<file path="config.mk">
export PLATFORM = sky130hd
export DESIGN_NAME = firmware_image_verifier
export DESIGN_NICKNAME = d
export VERILOG_FILES = /design/src/sv/fiv_pkg.sv /design/src/sv/fiv_core.sv /design/src/sv/firmware_image_verifier.sv
export SDC_FILE = /design/constraint.sdc
export NUM_CORES = 1
export LEC_CHECK = 0
export BUFFER_PORTS_ARGS = -buffer_cell sky130_fd_sc_hd__clkbuf_2
export CORE_MARGIN = 3
export CORE_UTILIZATION = 52
export DETAILED_ROUTE_END_ITERATION = 10
export GPL_TIMING_DRIVEN = 0
export PLACE_DENSITY = 0.8
export SYNTH_ARGS = -nofsm -noshare
export SYNTH_HDL_FRONTEND = slang
export SYNTH_SLANG_ARGS = --single-unit
</file>
<file path="constraint.sdc">
create_clock -name clk -period 6.05 [get_ports clk]
set_input_delay 0.3025 -clock clk [delete_from_list [all_inputs] [get_ports clk]]
set_output_delay 0.3025 -clock clk [all_outputs]
set_load 0.005 [all_outputs]
</file>
<file path="src/sv/fiv_pkg.sv">
package fiv_pkg;

  localparam int DATE_BYTES = 12;
  localparam int HDR_LEN    = DATE_BYTES + 8;

  // Header byte offsets, little-endian fields
  localparam int SW_AT = 0;
  localparam int SC_AT = DATE_BYTES + 2;
  localparam int HW_AT = DATE_BYTES + 6;

  localparam int LEN_W = 24;
  localparam int CNT_W = 32;
  localparam int CRC_W = 32;
  localparam int VER_W = 16;

  localparam logic [CRC_W-1:0] CRC_INIT = 32'hFFFF_FFFF;
  localparam logic [CRC_W-1:0] CRC_POLY = 32'hEDB8_8320;
  localparam logic [CNT_W-1:0] CNT_MAX  = '1;

  // Configuration port: 32-bit data, one register (24 bits used), selected by paddr[2]
  localparam int CFG_ADDR_W = 3;
  localparam int CFG_DATA_W = 32;
  localparam logic REG_ORIG_LEN = 1'b0;
  localparam logic [LEN_W-1:0] ORIG_LEN_RESET = 24'd1;

  typedef enum logic [2:0] {
    ST_OK            = 3'd0,
    ST_SHORT_HEADER  = 3'd1,
    ST_SHORT_PAYLOAD = 3'd2,
    ST_CRC_MISMATCH  = 3'd3,
    ST_PAYLOAD_DIFF  = 3'd4,
    ST_PADDING_DIRTY = 3'd5
  } status_t;

  typedef struct packed {
    status_t            status;
    logic [VER_W-1:0]   sw_version;
    logic [VER_W-1:0]   hw_version;
    logic [CRC_W-1:0]   stored_crc;
    logic [CRC_W-1:0]   computed_crc;
    logic [CNT_W-1:0]   padding_count;
    logic [CNT_W-1:0]   packed_count;
  } result_t;

  // Reflected CRC-32, one byte
  function automatic logic [CRC_W-1:0] crc_byte(input logic [CRC_W-1:0] crc_in,
                                                input logic [7:0] b);
    logic [CRC_W-1:0] c;
    c = crc_in ^ {24'd0, b};
    for (int k = 0; k < 8; k++) begin
      c = c[0] ? ((c >> 1) ^ CRC_POLY) : (c >> 1);
    end
    return c;
  endfunction

endpackage

</file>
<file path="src/sv/fiv_core.sv">
module fiv_core (
  input  logic                      clk,
  input  logic                      rst_n,
  input  logic                      beat,
  input  logic [7:0]                packed_byte,
  input  logic [7:0]                original_byte,
  input  logic                      final_byte,
  input  logic [fiv_pkg::LEN_W-1:0] orig_len,
  output logic                      res_valid,
  output fiv_pkg::result_t          res
);

  logic [fiv_pkg::CNT_W-1:0] pos_r;
  logic [fiv_pkg::CNT_W-1:0] pos_nxt;
  logic [fiv_pkg::CRC_W-1:0] crc_r;
  logic [fiv_pkg::CRC_W-1:0] crc_nxt;
  logic                      differs_r;
  logic                      differs_nxt;
  logic                      dirty_r;
  logic                      dirty_nxt;
  logic [7:0]                hdr_r [fiv_pkg::HDR_LEN];
  logic [7:0]                hdr_view [fiv_pkg::HDR_LEN];

  logic [fiv_pkg::CNT_W-1:0] need;
  logic                      in_hdr;
  logic                      in_pay;

  assign need   = fiv_pkg::CNT_W'(fiv_pkg::HDR_LEN) + fiv_pkg::CNT_W'(orig_len);
  assign in_hdr = pos_r < fiv_pkg::CNT_W'(fiv_pkg::HDR_LEN);
  assign in_pay = !in_hdr && (pos_r < need);

  assign pos_nxt     = (pos_r == fiv_pkg::CNT_MAX) ? pos_r : pos_r + 1'b1;
  assign crc_nxt     = in_pay ? fiv_pkg::crc_byte(crc_r, original_byte) : crc_r;
  assign differs_nxt = differs_r | (in_pay && (packed_byte != original_byte));
  assign dirty_nxt   = dirty_r | (!in_hdr && !in_pay && (packed_byte != 8'd0));

  // Header as seen including this beat's byte
  always_comb begin
    for (int i = 0; i < fiv_pkg::HDR_LEN; i++) begin
      hdr_view[i] = (pos_r == fiv_pkg::CNT_W'(i)) ? packed_byte : hdr_r[i];
    end
  end

  always_ff @(posedge clk) begin
    for (int i = 0; i < fiv_pkg::HDR_LEN; i++) begin
      if (beat && (pos_r == fiv_pkg::CNT_W'(i))) begin
        hdr_r[i] <= packed_byte;
      end
    end
  end

  always_ff @(posedge clk) begin
    if (!rst_n || (beat && final_byte)) begin
      pos_r     <= '0;
      crc_r     <= fiv_pkg::CRC_INIT;
      differs_r <= 1'b0;
      dirty_r   <= 1'b0;
    end else if (beat) begin
      pos_r     <= pos_nxt;
      crc_r     <= crc_nxt;
      differs_r <= differs_nxt;
      dirty_r   <= dirty_nxt;
    end
  end

  assign res_valid = beat && final_byte;

  always_comb begin
    res = '0;
    res.packed_count = pos_nxt;
    if (pos_nxt < fiv_pkg::CNT_W'(fiv_pkg::HDR_LEN)) begin
      res.status = fiv_pkg::ST_SHORT_HEADER;
    end else begin
      res.sw_version = {hdr_view[fiv_pkg::SW_AT+1], hdr_view[fiv_pkg::SW_AT]};
      res.hw_version = {hdr_view[fiv_pkg::HW_AT+1], hdr_view[fiv_pkg::HW_AT]};
      res.stored_crc = {hdr_view[fiv_pkg::SC_AT+3], hdr_view[fiv_pkg::SC_AT+2],
                        hdr_view[fiv_pkg::SC_AT+1], hdr_view[fiv_pkg::SC_AT]};
      if (pos_nxt < need) begin
        res.status = fiv_pkg::ST_SHORT_PAYLOAD;
      end else begin
        res.computed_crc  = crc_nxt ^ fiv_pkg::CRC_INIT;
        res.padding_count = pos_nxt - need;
        if (res.stored_crc != res.computed_crc) begin
          res.status = fiv_pkg::ST_CRC_MISMATCH;
        end else if (differs_nxt) begin
          res.status = fiv_pkg::ST_PAYLOAD_DIFF;
        end else if (dirty_nxt) begin
          res.status = fiv_pkg::ST_PADDING_DIRTY;
        end else begin
          res.status = fiv_pkg::ST_OK;
        end
      end
    end
  end

endmodule

</file>
<file path="src/sv/firmware_image_verifier.sv">
// Firmware image verifier.
// Input channel (in_*): one beat per byte of the packed image, with the
// matching original byte alongside; in_final_byte marks the image's last beat.
// Result channel (out_*): one beat per image, issued for the final byte only,
// carrying status, header fields, stored and computed CRC-32, padding count
// and total packed byte count.
// Configuration (cfg_*): APB-style, pready always high; original_length at
// byte address 0. Write it only between images.
// Throughput: one byte per cycle while in_ready is high; the byte-wide CRC-32 update,
// the header capture and the compares all finish in the cycle a beat is accepted.
// Latency: the result beat is valid the cycle after the final byte's beat.
// Stalls: the result sits in the output register; in_ready stays high while
// that register is empty or is drained in the same cycle, otherwise input
// beats hold until out_ready returns.
// Reset: synchronous, active low; clears the stream state, sets
// original_length to 1 and empties the output register. After every final
// byte the stream state returns to its reset values for the next image.
module firmware_image_verifier (
  input  logic                           clk,
  input  logic                           rst_n,
  input  logic                           in_valid,
  output logic                           in_ready,
  input  logic [7:0]                     in_packed_byte,
  input  logic [7:0]                     in_original_byte,
  input  logic                           in_final_byte,
  output logic                           out_valid,
  input  logic                           out_ready,
  output logic [2:0]                     out_status,
  output logic [15:0]                    out_sw_version,
  output logic [15:0]                    out_hw_version,
  output logic [31:0]                    out_stored_crc,
  output logic [31:0]                    out_computed_crc,
  output logic [31:0]                    out_padding_count,
  output logic [31:0]                    out_packed_count,
  input  logic                           cfg_psel,
  input  logic                           cfg_penable,
  input  logic                           cfg_pwrite,
  input  logic [fiv_pkg::CFG_ADDR_W-1:0] cfg_paddr,
  input  logic [fiv_pkg::CFG_DATA_W-1:0] cfg_pwdata,
  output logic [fiv_pkg::CFG_DATA_W-1:0] cfg_prdata,
  output logic                           cfg_pready
);

  logic [fiv_pkg::LEN_W-1:0] orig_len_r;
  logic                      out_valid_r;
  fiv_pkg::result_t          res_r;
  fiv_pkg::result_t          core_res;
  logic                      core_res_valid;
  logic                      in_beat;
  logic                      cfg_wr;

  // Configuration register
  assign cfg_pready = 1'b1;
  assign cfg_wr     = cfg_psel && cfg_penable && cfg_pwrite && cfg_pready &&
                      (cfg_paddr[2] == fiv_pkg::REG_ORIG_LEN);
  assign cfg_prdata = (cfg_paddr[2] == fiv_pkg::REG_ORIG_LEN) ?
                      fiv_pkg::CFG_DATA_W'(orig_len_r) : '0;

  always_ff @(posedge clk) begin
    if (!rst_n) begin
      orig_len_r <= fiv_pkg::ORIG_LEN_RESET;
    end else if (cfg_wr) begin
      orig_len_r <= cfg_pwdata[fiv_pkg::LEN_W-1:0];
    end
  end

  // Take a new byte whenever the output register is free or draining
  assign in_ready = !out_valid_r || out_ready;
  assign in_beat  = in_valid && in_ready;

  fiv_core u_core (
    .clk           (clk),
    .rst_n         (rst_n),
    .beat          (in_beat),
    .packed_byte   (in_packed_byte),
    .original_byte (in_original_byte),
    .final_byte    (in_final_byte),
    .orig_len      (orig_len_r),
    .res_valid     (core_res_valid),
    .res           (core_res)
  );

  // Output register: load on a final byte, drop once taken
  always_ff @(posedge clk) begin
    if (!rst_n) begin
      out_valid_r <= 1'b0;
    end else if (core_res_valid) begin
      out_valid_r <= 1'b1;
    end else if (out_ready) begin
      out_valid_r <= 1'b0;
    end
  end

  always_ff @(posedge clk) begin
    if (core_res_valid) begin
      res_r <= core_res;
    end
  end

  assign out_valid         = out_valid_r;
  assign out_status        = res_r.status;
  assign out_sw_version    = res_r.sw_version;
  assign out_hw_version    = res_r.hw_version;
  assign out_stored_crc    = res_r.stored_crc;
  assign out_computed_crc  = res_r.computed_crc;
  assign out_padding_count = res_r.padding_count;
  assign out_packed_count  = res_r.packed_count;

  // A final byte always produces a result beat in the next cycle
  a_final_gives_result: assert property (@(posedge clk) disable iff (!rst_n)
    in_beat && in_final_byte |=> out_valid)
    else $error("final byte did not produce a result beat");

  // A clean image means the CRCs agree
  a_ok_crc_match: assert property (@(posedge clk) disable iff (!rst_n)
    out_valid && (out_status == fiv_pkg::ST_OK) |-> out_stored_crc == out_computed_crc)
    else $error("status ok with CRC mismatch");

  // Short header reports a short count and no header fields
  a_short_header: assert property (@(posedge clk) disable iff (!rst_n)
    out_valid && (out_status == fiv_pkg::ST_SHORT_HEADER) |->
      (out_packed_count < 32'(fiv_pkg::HDR_LEN)) && (out_stored_crc == '0) &&
      (out_sw_version == '0))
    else $error("short header result is inconsistent");

endmodule

</file>
== After elaboration in Yosys (flattened, before gate mapping) ==
Memory sizes are Yosys's and may differ from the RTL's. A register that Yosys moved wholly into a read port is not among the register bits.
Index checks and enable logic that the tools add are counted.
W data, S select, Z words.

* Bits in registers: 222
* Memory bits (writable): 160
* Memories kept: 1

* $add $sub $neg: 3
* Order comparisons: 4
* Equal/unequal tests: 22
* Multiplexer cells: 118
* Bitwise operators: 13
* Reduce and logical (&&, ||, !) cells: 59

{| class="wikitable"
|+ Memories
! memory !! words !! bits a word !! read ports !! clocked after memory_dff !! write ports !! line !! source
|-
| u_core.hdr_r || 20 || 8 || 8 || 4 || 1 || fiv_core.sv:21 || <nowiki>logic [7:0] hdr_r [fiv_pkg::HDR_LEN];</nowiki>
|}

{| class="wikitable"
|+ Operators by type and width
! operator !! count
|-
| $mux W32 || 10
|-
| $eq A32 B4 Y1 const B || 8
|-
| $mux W8 || 23
|-
| $reduce_or A8 Y1 || 19
|-
| $eq A32 B3 Y1 const B || 4
|-
| $eq A32 B5 Y1 const B || 4
|-
| $not A13 Y14 || 8
|-
| $mux W5 || 19
|-
| $eq A32 B2 Y1 const B || 2
|-
| $lt A32 B32 Y1 || 2
|-
| $lt A32 B5 Y1 const B || 2
|-
| $mux W1 || 61
|-
| $add A32 B1 Y32 const B || 1
|-
| $eq A32 B1 Y1 const B || 1
|-
| $eq A32 B32 Y1 const B || 1
|-
| $logic_not A32 Y1 || 1
|-
| $ne A32 B32 Y1 || 1
|-
| $not A32 Y32 || 1
|-
| $sub A32 B32 Y32 || 1
|-
| $xor A32 B8 Y32 || 1
|-
| $logic_and A1 B1 Y1 || 29
|-
| $add A5 B24 Y25 const A || 1
|-
| $mux W24 || 1
|-
| $ne A8 B8 Y1 || 1
|-
| other kinds (10) || 17
|}

== Longest topological paths before layout ==
Gate-level depths: netlist of run 1.

* Word-level depth: 26
* Depth in mapped cells: 24
* Mapped depth without buffers: 20

== Cells and area by module ==
Synthesis of run 1 repeated with hierarchy kept, for this count alone.

* Cells, all modules: 1,669
* Area total of the unflattened synthesis: 17,385.4 sq um

{| class="wikitable"
|+ Modules (own cells, without submodules)
! module !! instances !! cells an instance !! area an instance (sq um) !! seq. area each (sq um)
|-
| fiv_core || 1 || 1,359 || 11,217.0 || 3,243.1
|-
| firmware_image_verifier || 1 || 310 || 6,168.4 || 5,395.2
|}

== Worst setup path before layout of run 1 ==
No wires, ideal clock.

* Path kind: reg2reg
* Start point: reg u_core.pos_r[0] (netlist bit)
* End point: reg res_r, in the netlist out_computed_crc[10], data pin
* Setup time: 0.271 ns
* Data arrival time: 5.325 ns
* Required time: 5.779 ns
* Slack: 0.455 ns
* Stages on the path, launching flop included: 25
* Buffers on the path: 4
* Clock period less this slack: 5.595 ns
* Path through: dfxtp_1 > ha_1 > clkbuf_1 > inv_1 > or2_2 > or4_1 > clkbuf_1 > nand3_2 > nor2_1 > and3_1 > xor2_1 > ha_1 > a21o_1 > a21o_1 > or3_1 > o21ba_2 > o41ai_1 > o2111ai_1 > a32oi_1 > o31ai_2 > a21oi_1 > or2_1 > buf_6 > buf_6 > a211oi_1

{| class="wikitable"
|+ RTL lines
! what !! line !! source
|-
| from (decl) || fiv_core.sv:13 || <nowiki>logic [fiv_pkg::CNT_W-1:0] pos_r;</nowiki>
|-
| from (signal assigned) || fiv_core.sv:59 || <nowiki>pos_r <= pos_nxt;</nowiki>
|-
| to (signal assigned) || firmware_image_verifier.sv:96 || <nowiki>res_r <= core_res;</nowiki>
|-
| to (decl) || firmware_image_verifier.sv:46 || <nowiki>fiv_pkg::result_t res_r;</nowiki>
|}

==> flow_metrics.tcl, run 1 <==
set metrics [dict create \
    fp.dieH_um 186 \
    clockRootBuffer "clkbuf_16" \
    grt_pass1_wl_um 72900 \
    final_common_cell "clkbuf_2" \
    clkLatencyLatePin_ns 0.52 \
    drv_slew 0 \
    r2r_setup_slack_ns 0.20 \
    endpoint "out_computed_crc[6]" \
    dp.cells 2221 \
    grt_overflow_total 0 \
    cts_buffers 36 \
    clock.fmax_ghz 0.171 \
    hold_class "primary input to register" \
    p_sw_share_pct 26.9 \
    track_usage_pct 27.2 \
    die_w_um 186 \
    period_needed_ns 5.85 \
    ys_ff_latch 318 \
    drive_gt1_share_pct 20.5 \
    setup_viol 0 \
    drt-vias-per-instance 5.76 \
    grt_pass1_vias 12900 \
    fill_cells 2530 \
    htreeDepth 2 \
    synth_area_sq_um 16800 \
    r2r-start "u_core.pos_r[24]" \
    synth-main-ff-cell "edfxtp_1" \
    combPwrFrac_pct 15.3 \
    synth_edf_count 219 \
    regToRegEndpoint "out_computed_crc[6]" \
    p_int_mw 3.98 \
    stdcell_count 2287 \
    ys_top_cells_by_area "edfxtp_1, dfxtp_1, xnor2_1, xor2_1, nor2_1" \
    syn_inst 1574 \
    end_kind "register" \
    start_kind "register" \
    pre_cts_ws_ns -0.906 \
    netSwitchingPower_mw 1.47 \
    finClkSkew_ns 0.0241 \
    crit_arrival_ns 6.09 \
    clock-sinks 318 \
    path_max_fanout 10 \
    max-slew-margin-rel_pct 13.6 \
    hold_start "cfg_pwdata[14]" \
    tightest_slew_ns 1.29 \
    vdd_drop_max_v 0.000139 \
    dr.pass1.iters 5 \
    p_total_mw 5.45 \
    routedWlPerCell_um 20.7 \
    final_cell_area_sq_um 19800 \
    dp_hpwl_um 35500 \
    seqPwrFrac_pct 45.0 \
    maxCapViolCount 0 \
    place_congestion 0.959 \
    p_clk_share_pct 39.7 \
    crit_required_ns 6.29 \
    num_rows 65 \
    clk_pin_slew_worst_paths_ns 0.07 \
    period_share_pct 96.8 \
    final_nets 1964 \
    port_buffers 237 \
    ant_nets 0 \
    clock_path_buffers 3 \
    die_area_sq_um 34400 \
    fp.coreArea_sq_um 31600 \
    num_vias 13200 \
    synth_cell_type_count 84 \
    setup.worst_path.start "u_core.pos_r[24]" \
    antenna_cells 0 \
    ys_seq_area_share_pct 51.1 \
    avgSynthCellArea_sq_um 10.7 \
    rr_worst_depth 22 \
    first_iter_violations 1112 \
    power_density_nw_per_um2 275 \
    setup_ws_ns 0.195 \
    yosys_warnings 0 \
    finalHoldViolations 0 \
    placed_cell_area_sq_um 18500 \
    layout_common_cells "clkbuf_2, edfxtp_1, nor2_1" \
    cts_tree "built" \
    boundaryPins 257 \
    critPathKind "register to register" \
    yosysTopAreaCellShare_pct 39.2 \
    initial_core_util_pct 53.0 \
    outcome "finished, final reports clean" \
    antenna_found_initial 0 \
    area_growth_syn_to_layout_pct 18.3 \
    synth_top_area_cell "edfxtp_1" \
    async_flop_share_pct 0 \
    grt_max_degree 101 \
    drc 0 \
    setup_tns_ns 0 \
    routed_wl_um 47400 \
    p_leak_nw 7.78 \
]
-- how the worst min path moves through the flow --
| stage | end | cells past startpoint | slack, ns |
|---|---|---|---|
| floorplan | u_core.hdr_r[0][0] | 0 | 0.40 |
| global placement | u_core.hdr_r[19][4] | 2 | 0.44 |
| detailed placement | u_core.hdr_r[19][0] | 2 | 0.45 |
| CTS | orig_len_r[10] | 3 | 0.003 |
| global route | orig_len_r[14] | 3 | 0.01 |
| finish | orig_len_r[14] | 3 | 0.02 |
-- what timing repair did --
item | CTS | global route
gates resized for setup | 12 | 11
hold buffers | 1 | 0
setup endpoints to repair | 67 | 66
endpoints found under the hold margin | 1 | 0
pin swaps | 5 | 4
setup buffers | 3 | 3
-- synthesized netlist by cell type (all sizes together) (7+ instances only) --
library cell    n
o211ai         36
buf            39
a21o           14
xnor2         130
mux2i          40
nor3           21
ha             46
nor2          172
o21ai          36
nor4           24
or2             7
and3           13
mux2            7
a21oi          47
a211oi         38
and2           10
or3            13
nand3          46
nor2b          54
dfxtp          99
a21boi         24
nand2         136
nand4          30
inv            44
edfxtp        219
xor2           91
clkbuf         51
and4            9
-- worst max-delay path, stage by stage (launching register included) --
cell,delay [ns]
dfxtp_1,0.36
buf_4,0.18
nand3_1,0.15
or4_4,0.62
or4_4,0.50
nand3_4,0.14
nor2_1,0.08
and3_1,0.23
xor2_2,0.25
ha_4,0.27
a21o_1,0.18
a21o_1,0.19
or3_1,0.34
o21ba_2,0.25
o41ai_4,0.28
o2111ai_1,0.17
a32oi_2,0.38
o31ai_4,0.15
a21oi_4,0.19
or2_1,0.15
buf_8,0.20
buf_8,0.20
a211oi_1,0.08
-- cell families after synthesis --
logic type / count (synthesis) / synth area share [%]
adder cells (fa/ha/maj): 50 / 3.75
multiplexers: 47 / 2.86
XOR/XNOR: 221 / 11.7
AO/OA/AOI/OAI: 246 / 10.2
flip-flops: 318 / 51.1
AND/OR/NAND/NOR: 556 / 16.7
buffers and inverters: 134 / 3.72
other: 2 / 0.0448
-- power by group through the flow --
stage	logic, mW	registers [mW]	clock network [mW]
global placement	0.798	2.51	0
global route	0.898	2.46	2.27
finish	0.833	2.45	2.16
floorplan	0.531	2.50	0
detailed placement	0.809	2.50	0
CTS	0.816	2.45	2.18
-- layer usage --
layer	up-vias	GRT usage (%)	part of all wire [%]
li1	6175	-	-
met1	6252	36.0	42
met2	651	45.7	47
met3	95	4.67	8.0
met4	0	9.03	3.4
met5	-	0	0
-- state kept, by name, indices dropped and copies added, names as in the netlist, 24 cells and up --
| name | count |
|---|---|
| out_stored_crc | 32 |
| u_core.hdr_r | 64 |
| out_computed_crc | 32 |
| out_padding_count | 32 |
| u_core.pos_r | 32 |
| u_core.crc_r | 32 |
| out_packed_count | 32 |
| orig_len_r | 24 |
-- per-stage QoR --
| stage | utilization, % | hold slack [ns] |
|---|---|---|
| floorplan | - | 0.401 |
| finish | 62.7 | 0.0161 |
| detailed placement | 58.5 | 0.451 |
| CTS | 62.5 | 0.00329 |
| global route | 62.7 | 0.0121 |
| global placement | 58.4 | 0.440 |
-- cell type report --
type	count	area, sq um	share of cell area, %
clock inverters	16	179	0.902
inverters	44	170	0.858
well taps	402	503	2.54
repair buffers	245	1270	6.40
plain buffers	84	445	2.25
multi-input cells	1129	7730	39.0
flip-flops and latches	318	8560	43.2
clock buffers	49	981	4.95
Note: power is estimated with default switching activity, not from simulation.
==> run 2, diff against run 1 <==
--- a/config.mk
+++ b/config.mk
@@ -13,4 +13,5 @@
 export PLACE_DENSITY = 0.8
 export SYNTH_ARGS = -nofsm -noshare
 export SYNTH_HDL_FRONTEND = slang
+export SYNTH_HIERARCHICAL = 1
 export SYNTH_SLANG_ARGS = --single-unit
==> run 2 against run 1 <==
  * Via count is 8.6% higher
  * Clock power decreased by 2%
  * Non-clock buffer count grew 33
  * Synthesized cell count up 6.0%
  * First-iteration DRC count increased by 13%
  * Clock skew shrank 0.0068 ns
  * Sequential share of layout area fell by 1.2 points
  * Synthesized area up 3.7%
  * Worst setup slack better by 0.059 ns
  * Hold slack gained 0.0080 ns
  * Critical endpoint is now out_computed_crc[20]
==> flow_metrics.tcl, run 2 <==
set metrics [dict create \
    outcome "finished, final reports clean" \
    synth_edf_count 227 \
    ys_seq_area_share_pct 49.7 \
    boundaryPins 257 \
    synth-main-ff-cell "edfxtp_1" \
    grt_pass1_wl_um 79100 \
    die_w_um 189 \
    synth.most_common_cell "edfxtp_1" \
    path_max_fanout 10 \
    final_cell_area_sq_um 20600 \
    worst_path_largest_cell_delay_ns 0.46 \
    met1_usage_pct 37.5 \
    ant_nets 0 \
    clkLatencyLatePin_ns 0.54 \
    synthAdderAreaFrac_pct 3.54 \
    path_cells "ha_2 -> and3_1 -> and4_1 -> buf_2 -> nand3_2 -> nand2_1 -> xnor2_1 -> ha_1 -> nor2b_1 -> o31ai_1 -> a21oi_1 -> a21oi_2 -> a21o_1 -> o211ai_1 -> a311oi_1 -> nor3_2 -> o21bai_2 -> buf_4 -> buf_2 -> a211oi_1" \
    drive_gt1_share_pct 19.9 \
    dp_hpwl_um 39600 \
    max-slew-margin-rel_pct 18.6 \
    crit_required_ns 6.30 \
    drt-vias-per-instance 5.86 \
    ys_ff_latch 318 \
    avgSynthCellArea_sq_um 10.4 \
    critPathKind "register to register" \
    cts_tree "built" \
    syn_inst 1669 \
    pre_cts_ws_ns -0.459 \
    critPathBufInv 3 \
    hold_class "primary input to register" \
    multiInputGateArea_sq_um 8200 \
    clock_path_buffers 3 \
    dp.cells 2356 \
    finalHoldViolations 0 \
    rsz0062_at_grt "no" \
    synth_compound_area_share_pct 10.3 \
    final_nets 2077 \
    maxCapViolCount 0 \
    clock-sinks 318 \
    clk_pin_slew_worst_paths_ns 0.06 \
    initial_core_util_pct 53.0 \
    fp.coreArea_sq_um 32800 \
    p_leak_nw 8.05 \
    synth_top_area_cell "edfxtp_1" \
    fp.dieH_um 189 \
    clock.fmax_ghz 0.173 \
    grt_overflow_total 0 \
    final_common_cell "clkbuf_2" \
    ys_top_cells_by_area "edfxtp_1, dfxtp_1, xnor2_1, nand2_1, xor2_1" \
    start_kind "register" \
    cp_slowest_cell "dfxtp_2" \
    critical-path-top-delay-family "compound AO/OA/AOI/OAI gates" \
    synth_mux_area_share_pct 4.36 \
    setup_ws_ns 0.254 \
    cts_buffers 35 \
    yosys-top-cells-count "edfxtp_1, nand2_1, nor2_1" \
    layout_common_cells "clkbuf_2, edfxtp_1, nand2_1" \
    die_area_sq_um 35700 \
    stdcell_count 2440 \
    grt_busiest_layer "met2" \
    use_met3_pct 4.41 \
    crit_arrival_ns 6.04 \
    ff_latch_area_sq_um 8640 \
    tightest_slew_ns 1.21 \
    synth_top_family_by_area "simple AND/OR/NAND/NOR gates" \
    num_vias 14300 \
    period_share_pct 95.8 \
    grt_max_degree 98 \
    yosysTopAreaCellShare_pct 39.2 \
    period_needed_ns 5.80 \
    grt_util_met2_pct 48.1 \
    whs_ns 0.0241 \
    power_density_nw_per_um2 261 \
    track_usage_pct 28.8 \
    placed_cell_area_sq_um 19200 \
    largest-register "u_core/hdr_r" \
    htreeDepth 2 \
    setup_viol 0 \
    routed_wl_um 52600 \
    largest_reg_flops 64 \
    area_growth_syn_to_layout_pct 18.5 \
    synth_area_sq_um 17400 \
    async_flop_share_pct 0 \
    synth_cell_type_count 78 \
    yosys_warnings 6 \
    crit_top_cell "buf_2" \
    dr.pass1.iters 6 \
    drv_slew 0 \
    place_congestion 0.948 \
    num_rows 66 \
    port_buffers 237 \
    finClkSkew_ns 0.0173 \
    end_kind "register" \
    first_iter_violations 1255 \
    clockRootBuffer "clkbuf_16" \
    drc 0 \
    antenna_found_initial 0 \
    grt_pass1_vias 13600 \
    synth_xor_area_share_pct 10.9 \
    antenna_cells 0 \
    synthSimpleGateAreaFrac_pct 17.5 \
    vdd_drop_max_v 0.000212 \
    fill_cells 2617 \
    routedWlPerCell_um 21.6 \
]
run 2: cell types whose count changed after synthesis, moves of 15 or more:
cell      change
a21boi_0     -20
nand2_1      +73
nand3_1      -20
nor3_1       +15
nor2_1       -23
a21oi_1      +30
inv_1        -19
mux2i_1      +20
nor2b_1      -19
run 2: what timing repair did:
action                                  4_1_cts  5_1_grt
hold endpoints to repair                     21        0
resized for setup                             5        9
hold buffers                                 21        0
endpoints found under the setup margin       62       67
setup buffers                                 0        0
cloned                                        0        0
run 2: routing by layer:
layer | vias to the layer above | part of all wire, %
li1 | 6600 | -
met1 | 6853 | 41
met2 | 697 | 48
met3 | 152 | 7.2
met4 | 0 | 4.3
met5 | - | 0
run 2: path summary, 6_finish.rpt:
path | cells after the start | from | to | slack [ns]
setup / recovery | 20 | u_core/pos_r[0] | out_computed_crc[20] | 0.25
hold / removal | 3 | cfg_pwdata[18] | orig_len_r[18] | 0.02
setup reg to reg | 20 | u_core/pos_r[0] | out_computed_crc[20] | 0.25
hold reg to reg | 2 | orig_len_r[20] | orig_len_r[20] | 0.49
run 2: worst min-delay path, stage by stage:
cell and delay [ns]:
clkbuf_2 0.08, nand2_1 0.06, mux2i_1 0.06
run 2: power by group:
group / switching (mW) / total (mW) / internal (mW) / leakage [nW]
logic: 0.522 / 0.807 / 0.285 / 4.60
registers: 0.0445 / 2.46 / 2.41 / 2.87
clock network: 0.865 / 2.11 / 1.25 / 0.571
total: 1.43 / 5.37 / 3.94 / 8.05
run 2: logic make-up after synthesis:
kind of cell | count (synthesis)
AND/OR/NAND/NOR | 612
flip-flops | 318
AO/OA/AOI/OAI | 271
XOR/XNOR | 214
buffers and inverters | 129
multiplexers | 74
adder cells (fa/ha/maj) | 49
other | 2
run 2: layout make-up:
cell class                 instances  area share (%)
sequential                       318            41.9
multi-input combinational       1229            39.8
timing repair buffer             259            6.91
clock buffer                      48            5.00
tap                              442            2.68
buffer                           103            2.59
clock inverter                    16           0.625
inverter                          25           0.480
run 2: through the flow:
stage	util [%]	setup TNS, ns	power (mW)
final	62.9	0	5.37
after global routing	62.9	0	5.56
after global placement	58.4	-45.60	3.28
after CTS	62.8	0	5.39
after detailed placement	58.5	-8.96	3.27
after floorplan	-	0	3.00
